--- src/hw/rtl/gfc_pkg.sv ---
// Package for the gauge float converter: field widths, constants, payload types.
// No dependencies.
package gfc_pkg;
   localparam logic [31:0] ZeroCodeReset = 32'h7027C5AC;
   localparam logic [31:0] GaugeMaxMag   = 32'hFF7FFFFF;
   localparam logic OpDecode = 1'b0;
   localparam logic OpEncode = 1'b1;

   typedef struct packed {
      logic        op;
      logic [31:0] operand_bits;
   } req_type;

   typedef struct packed {
      logic [31:0] result_bits;
      logic        out_of_range;
   } rsp_type;
endpackage

--- src/hw/rtl/gfc_if.sv ---
// Valid/ready channel interface carrying one payload item.
// Depends on gfc_pkg for the payload types.
interface gfc_req_if;
   import gfc_pkg::*;
   logic    valid;
   logic    ready;
   req_type data;
   modport source (output valid, output data, input ready);
   modport sink   (input valid, input data, output ready);
endinterface

interface gfc_rsp_if;
   import gfc_pkg::*;
   logic    valid;
   logic    ready;
   rsp_type data;
   modport source (output valid, output data, input ready);
   modport sink   (input valid, input data, output ready);
endinterface

interface gfc_csr_if;
   logic        valid;
   logic        ready;
   logic [31:0] data;
   modport source (output valid, output data, input ready);
   modport sink   (input valid, input data, output ready);
endinterface

--- src/hw/rtl/gauge_float_converter.sv ---
// Gauge float converter top level: three-stage conversion pipeline.
// Depends on gfc_pkg and the channel interfaces in gfc_if.sv.
//
// Usage:
//  req: one item per handshake, op (0 decode gauge->IEEE, 1 encode IEEE->gauge)
//       and operand_bits. rsp: result_bits and out_of_range for each item.
//  csr: write of zero_code, taken at any time, meant only while idle.
//  Each item passes through the stage 1, 2 and 3 registers before rsp.valid rises.
//  Throughput: one item per cycle while rsp does not stall; stages are split at
//  the priority encode (stage 1), the normalising shift and rounding (stage 2),
//  and the final packing into the output register (stage 3).
//  Reset clears all stage valid bits and loads zero_code with its reset value.
//  When rsp stalls the whole pipeline holds; req.ready drops only when the
//  output register is full and not being taken, so no item is lost or repeated.
module gauge_float_converter (
   input logic    clock,
   input logic    reset,
   gfc_req_if.sink   req,
   gfc_rsp_if.source rsp,
   gfc_csr_if.sink   csr
);
   import gfc_pkg::*;

   logic [31:0] zero_code_ff;
   logic        adv;

   // stage 1
   logic        v1_ff;
   logic        op1_ff;
   logic [31:0] w1_ff;
   logic [4:0]  p1_ff;
   logic [4:0]  p_in;
   // stage 2
   logic        v2_ff;
   logic [31:0] r2_ff;
   logic        f2_ff;
   logic        z2_ff;
   logic [31:0] r_in;
   logic        f_in, z_in;
   // stage 3
   logic        v3_ff;
   rsp_type     o3_ff;

   assign adv       = !v3_ff || rsp.ready;
   assign req.ready = adv;
   assign csr.ready = 1'b1;
   assign rsp.valid = v3_ff;
   assign rsp.data  = o3_ff;

   always_comb begin
      p_in = 5'd0;
      for (int i = 0; i < 23; i++) begin
         if (req.data.operand_bits[i]) p_in = 5'(i);
      end
   end

   always_comb begin
      logic        s;
      logic [7:0]  e;
      logic [22:0] fr;
      logic [23:0] mant, kept;
      logic [1:0]  sh;
      logic [2:0]  rem, half;
      s  = w1_ff[31];
      e  = w1_ff[30:23];
      fr = w1_ff[22:0];
      r_in = '0; f_in = 1'b0; z_in = 1'b0;
      mant = {1'b1, w1_ff[22:0]};
      kept = '0; sh = '0; rem = '0; half = '0;
      if (op1_ff == OpDecode) begin
         e  = w1_ff[31:24];
         s  = w1_ff[23];
         if (e >= 8'd3) begin
            r_in = {s, 8'(e - 8'd2), fr};
         end else begin
            sh   = 2'(2'd3 - e[1:0]);
            kept = mant >> sh;
            rem  = 3'(mant & ((24'd1 << sh) - 24'd1));
            half = 3'(3'd1 << (sh - 2'd1));
            if (rem > half || (rem == half && kept[0])) kept = kept + 24'd1;
            r_in = {s, 7'd0, kept};
         end
      end else if (e == 8'd0) begin
         z_in = 1'b1;
         f_in = (fr != 23'd0) && (p1_ff < 5'd20);
         if (fr != 23'd0 && p1_ff >= 5'd20) begin
            z_in = 1'b0;
            r_in = {8'(p1_ff - 5'd20), s, 23'(fr << (5'd23 - p1_ff))};
         end
      end else if (e >= 8'd254) begin
         f_in = 1'b1;
         r_in = GaugeMaxMag | {8'd0, s, 23'd0};
      end else begin
         r_in = {8'(e + 8'd2), s, fr};
      end
   end

   always_ff @(posedge clock) begin
      if (reset) begin
         v1_ff <= 1'b0; v2_ff <= 1'b0; v3_ff <= 1'b0;
         zero_code_ff <= ZeroCodeReset;
      end else begin
         if (csr.valid) zero_code_ff <= csr.data;
         if (adv) begin
            v1_ff <= req.valid;
            v2_ff <= v1_ff;
            v3_ff <= v2_ff;
         end
      end
      if (adv) begin
         op1_ff <= req.data.op;
         w1_ff  <= req.data.operand_bits;
         p1_ff  <= p_in;
         r2_ff  <= r_in;
         f2_ff  <= f_in;
         z2_ff  <= z_in;
         // zero code is applied late; the user must change it only while idle, the block does not enforce this
         o3_ff.result_bits  <= z2_ff ? zero_code_ff : r2_ff;
         o3_ff.out_of_range <= f2_ff;
      end
   end
endmodule

--- src/flat_wrapper.sv ---
// flat-port wrapper written by rule: the top's interface ports become plain ports
module gauge_float_converter_flat import gfc_pkg::*;
  (clock, reset, req_valid, req_data, req_ready, rsp_valid, rsp_data, rsp_ready, csr_valid, csr_data, csr_ready);
  gfc_req_if req_i ();
  gfc_rsp_if rsp_i ();
  gfc_csr_if csr_i ();
  input logic clock;
  input logic reset;
  input wire logic [$bits(req_i.valid)-1:0] req_valid;
  input wire logic [$bits(req_i.data)-1:0] req_data;
  output wire logic [$bits(req_i.ready)-1:0] req_ready;
  output wire logic [$bits(rsp_i.valid)-1:0] rsp_valid;
  output wire logic [$bits(rsp_i.data)-1:0] rsp_data;
  input wire logic [$bits(rsp_i.ready)-1:0] rsp_ready;
  input wire logic [$bits(csr_i.valid)-1:0] csr_valid;
  input wire logic [$bits(csr_i.data)-1:0] csr_data;
  output wire logic [$bits(csr_i.ready)-1:0] csr_ready;
  assign req_i.valid = req_valid;
  assign req_i.data = req_data;
  assign req_ready = req_i.ready;
  assign rsp_valid = rsp_i.valid;
  assign rsp_data = rsp_i.data;
  assign rsp_i.ready = rsp_ready;
  assign csr_i.valid = csr_valid;
  assign csr_i.data = csr_data;
  assign csr_ready = csr_i.ready;
  gauge_float_converter u_core (.clock(clock), .reset(reset), .req(req_i), .rsp(rsp_i), .csr(csr_i));
endmodule
--- config.mk ---
export PLATFORM = sky130hd
export DESIGN_NAME = gauge_float_converter_flat
export DESIGN_NICKNAME = d
export VERILOG_FILES = /design/src/hw/rtl/gfc_pkg.sv /design/src/hw/rtl/gfc_if.sv /design/src/hw/rtl/gauge_float_converter.sv /design/src/flat_wrapper.sv
export SDC_FILE = /design/constraint.sdc
export NUM_CORES = 1
export LEC_CHECK = 0
export BUFFER_PORTS_ARGS = -buffer_cell sky130_fd_sc_hd__buf_2
export CORE_AREA = 4 4 126 128
export CTS_CLUSTER_DIAMETER = 60
export DETAILED_ROUTE_END_ITERATION = 16
export DIE_AREA = 0 0 130 132
export GPL_TIMING_DRIVEN = 0
export PLACE_DENSITY = 0.87
export SLEW_MARGIN = 25
export SYNTH_ARGS = -nofsm -noshare
export SYNTH_HDL_FRONTEND = slang
export SYNTH_SLANG_ARGS = --single-unit
--- constraint.sdc ---
create_clock -name clock -period 3.91 [get_ports clock]
set_input_delay 0.391 -clock clock [delete_from_list [all_inputs] [get_ports clock]]
set_output_delay 0.391 -clock clock [all_outputs]
set_load 0.02 [all_outputs]
==> impl_metrics.tcl <==
set metrics [dict create \
    antenna_found_initial 0 \
    area_growth_pct 16.2 \
    clkTransAtPathRegs_ns 0.07 \
    overflow 0 \
    cp-end-kind "flip-flop" \
    h-tree-depth 4 \
    crit_cells 10 \
    path_cells "inv_1 > clkbuf_1 > clkbuf_1 > ha_1 > inv_1 > ha_1 > o22ai_2 > nor2_1 > a2111oi_0 > nor2_1" \
    critPathMaxStageDelay_ns 0.77 \
    die_h_um 132 \
    yosysUniqueCellTypes 67 \
    worst_pin_slew_ns 1.02 \
    worst-setup-path-type "flip-flop to flip-flop" \
    grtUsageTotal_pct 28.7 \
    final_area_um2 9980 \
    crit_slowest_cell "a2111oi_0" \
    crit_path_end "u_core.r2_ff[24]" \
    place.gp.congestion 1.01 \
    cts_made_buffers 17 \
    hold_viol 0 \
    hold_class "input port to flip-flop" \
    drt_pre_antenna_iters 5 \
    synth_flop_cell "edfxtp_1" \
    avgViaCountPerCell 6.43 \
    start_util_pct 57.8 \
    synth-seq-cells 140 \
    dieArea_um2 17200 \
    io-pin-count 106 \
    setup_tns_ns 0 \
    yosys.area.top_type "edfxtp_1" \
    post-route-period-util_pct 95.7 \
    met3WireLength_um 2220 \
    multi_input_area_um2 4380 \
    clk_latency_ns 0.44 \
    drc 0 \
    vias 7053 \
    power_density_nw_per_um2 420 \
    worstSetupStartpointType "flip-flop" \
    crit_fanout 10 \
    netlist_top_cells_count "edfxtp_1, nor2_1, nand2_1" \
    slew_viol_final 0 \
    synthArstFlopShare_pct 0 \
    synth_edf_count 105 \
    grt_max_degree 58 \
    ff2ff_path_depth 10 \
    syn_avg_cell_area_um2 11.1 \
    core_um2 14900 \
    cp_data_required_time_ns 4.08 \
    wl_um 24500 \
    syn_inst 773 \
    finalCriticalPeriod_ns 3.74 \
    cts_buffer_depth 2 \
    yosys-top-cells-area "edfxtp_1, mux4_2, dfxtp_1" \
    cts-root-buf "clkbuf_16" \
    worst_r2r_startpoint "u_core.p1_ff[2]" \
    nFillCells 1120 \
    final_nets 983 \
    yosysMostFrequentCell "edfxtp_1" \
    rows 45 \
    netlist.area_leader.share_pct 36.7 \
    antennaDiodeCount 0 \
    skew_ns 0.00798 \
    port_buffers 102 \
    drt_iter0_markers 681 \
    slew-limit-headroom_pct 31.3 \
    dr.max_layer_used "met4" \
    drive_gt1_share_pct 26.7 \
    die_w_um 130 \
    cts.sinks 140 \
    grt_first_pass_wirelength_um 37500 \
    register_area_um2 3850 \
    crit_buf_inv 4 \
    cts_tree "yes" \
    postRouteAntennaNets 0 \
    status "finished, final reports clean" \
    wl_met2_um 11800 \
    leakagePower_nw 3.88 \
    r2r-end "u_core.r2_ff[24]" \
    max_cap_viol_count 0 \
    cp-startpoint "u_core.p1_ff[2]" \
    power_mw 4.20 \
    ff2ff_setup_slack_ns 0.17 \
    place_area_um2 9380 \
    syn_area_um2 8590 \
    setup_viol_count_final 0 \
    timing.fmax_ghz 0.267 \
    wl_met1_um 9390 \
    path_delay_family "buffers and inverters" \
    rsz0062_at_grt "no" \
    hold_buffers 0 \
    cp.arrival_ns 3.91 \
    dp_hpwl_um 17800 \
    peakVddDrop_v 0.000342 \
    wl_per_cell_um 22.3 \
    syn-num-nets 860 \
    grt_pass1_vias 6808 \
    synth_warnings 0 \
    ys_seq_area_share_pct 44.9 \
]
[worst min-delay path by stage]
stage | startpoint | end | slack, ns | cells after the start
2_1_floorplan | u_core.f2_ff | u_core.rsp.data[0] | 0.40 | 0
3_3_place_gp | u_core.f2_ff | u_core.rsp.data[0] | 0.40 | 0
3_5_place_dp | u_core.f2_ff | u_core.rsp.data[0] | 0.42 | 0
4_1_cts | req_data[0] | u_core.w1_ff[0] | 0.11 | 1
5_1_grt | req_data[0] | u_core.w1_ff[0] | 0.11 | 1
6_report | req_data[24] | u_core.w1_ff[24] | 0.12 | 1
[power by group]
group | leakage (nW) | switching [mW] | total [mW] | internal, mW
Clock | 0.289 | 0.696 | 1.61 | 0.913
Sequential | 1.41 | 0.0662 | 1.80 | 1.73
Combinational | 2.19 | 0.457 | 0.790 | 0.333
Total | 3.88 | 1.22 | 4.20 | 2.98
[per-layer routing]
layer	GRT usage, %	up-vias
met4	13.3	0
met2	46.4	428
met3	7.13	75
met5	0	-
met1	36.3	3344
li1	-	3206
[stage by stage]
step	instances	hold slack, ns	setup WS [ns]	utilization [%]
3_3_place_gp	1063	0.403	-0.369	62.8
5_1_grt	1097	0.111	0.0162	67.2
4_1_cts	1096	0.105	0.0643	67.1
6_report	1097	0.123	0.169	67.2
2_1_floorplan	773	0.400	0.473	-
3_5_place_dp	1064	0.417	-0.114	63.1
[logic make-up (layout without fill, tap and decap cells)]
family / after synthesis / count (layout) / synth area share, %
and+or+nand+nor: 234 / 234 / 13.8
AOI/OAI and AO/OA: 168 / 168 / 13.0
DFF: 140 / 140 / 44.9
muxes: 110 / 110 / 19.0
buffers and inverters: 80 / 216 / 4.43
xor gates and xnor gates: 23 / 23 / 2.34
adders and majority gates: 17 / 17 / 2.48
other: 1 / 1 / 0.0437
[area by class of cell]
cell class / count / area share (%)
buffer: 60 / 3.06
sequential: 140 / 38.6
timing repair buffer: 104 / 5.46
clock buffer: 20 / 4.80
tap: 188 / 2.36
clock inverter: 12 / 1.09
inverter: 20 / 0.802
multi-input combinational: 553 / 43.8
[registers in the layout, summed over array words and instances (netlist names)]
signal,cells
u_core.rsp.data,33
u_core.r2_ff,32
u_core.w1_ff,32
u_core.zero_code_ff,32
u_core.p1_ff,5
u_core.f2_ff,1
u_core.op1_ff,1
u_core.rsp.valid,1
u_core.v1_ff,1
u_core.v2_ff,1
u_core.z2_ff,1
[what timing repair did]
item / 4_1_cts / 5_1_grt
setup buffers: 0 / 1
resized for setup: 1 / 2
endpoints found under the setup margin: 10 / 9
[cells in the final DEF (no fill, tap or decap), types with 19 or more instances in the layout]
| cell type | n |
|---|---|
| buf_2 | 111 |
| edfxtp_1 | 105 |
| nor2_1 | 62 |
| nand2_1 | 60 |
| a21oi_1 | 43 |
| mux2_2 | 41 |
| clkbuf_1 | 37 |
| dfxtp_1 | 35 |
| mux4_2 | 33 |
| mux2i_1 | 32 |
| o21ai_0 | 31 |
| clkbuf_16 | 19 |
(Power assumes the default switching activity.)
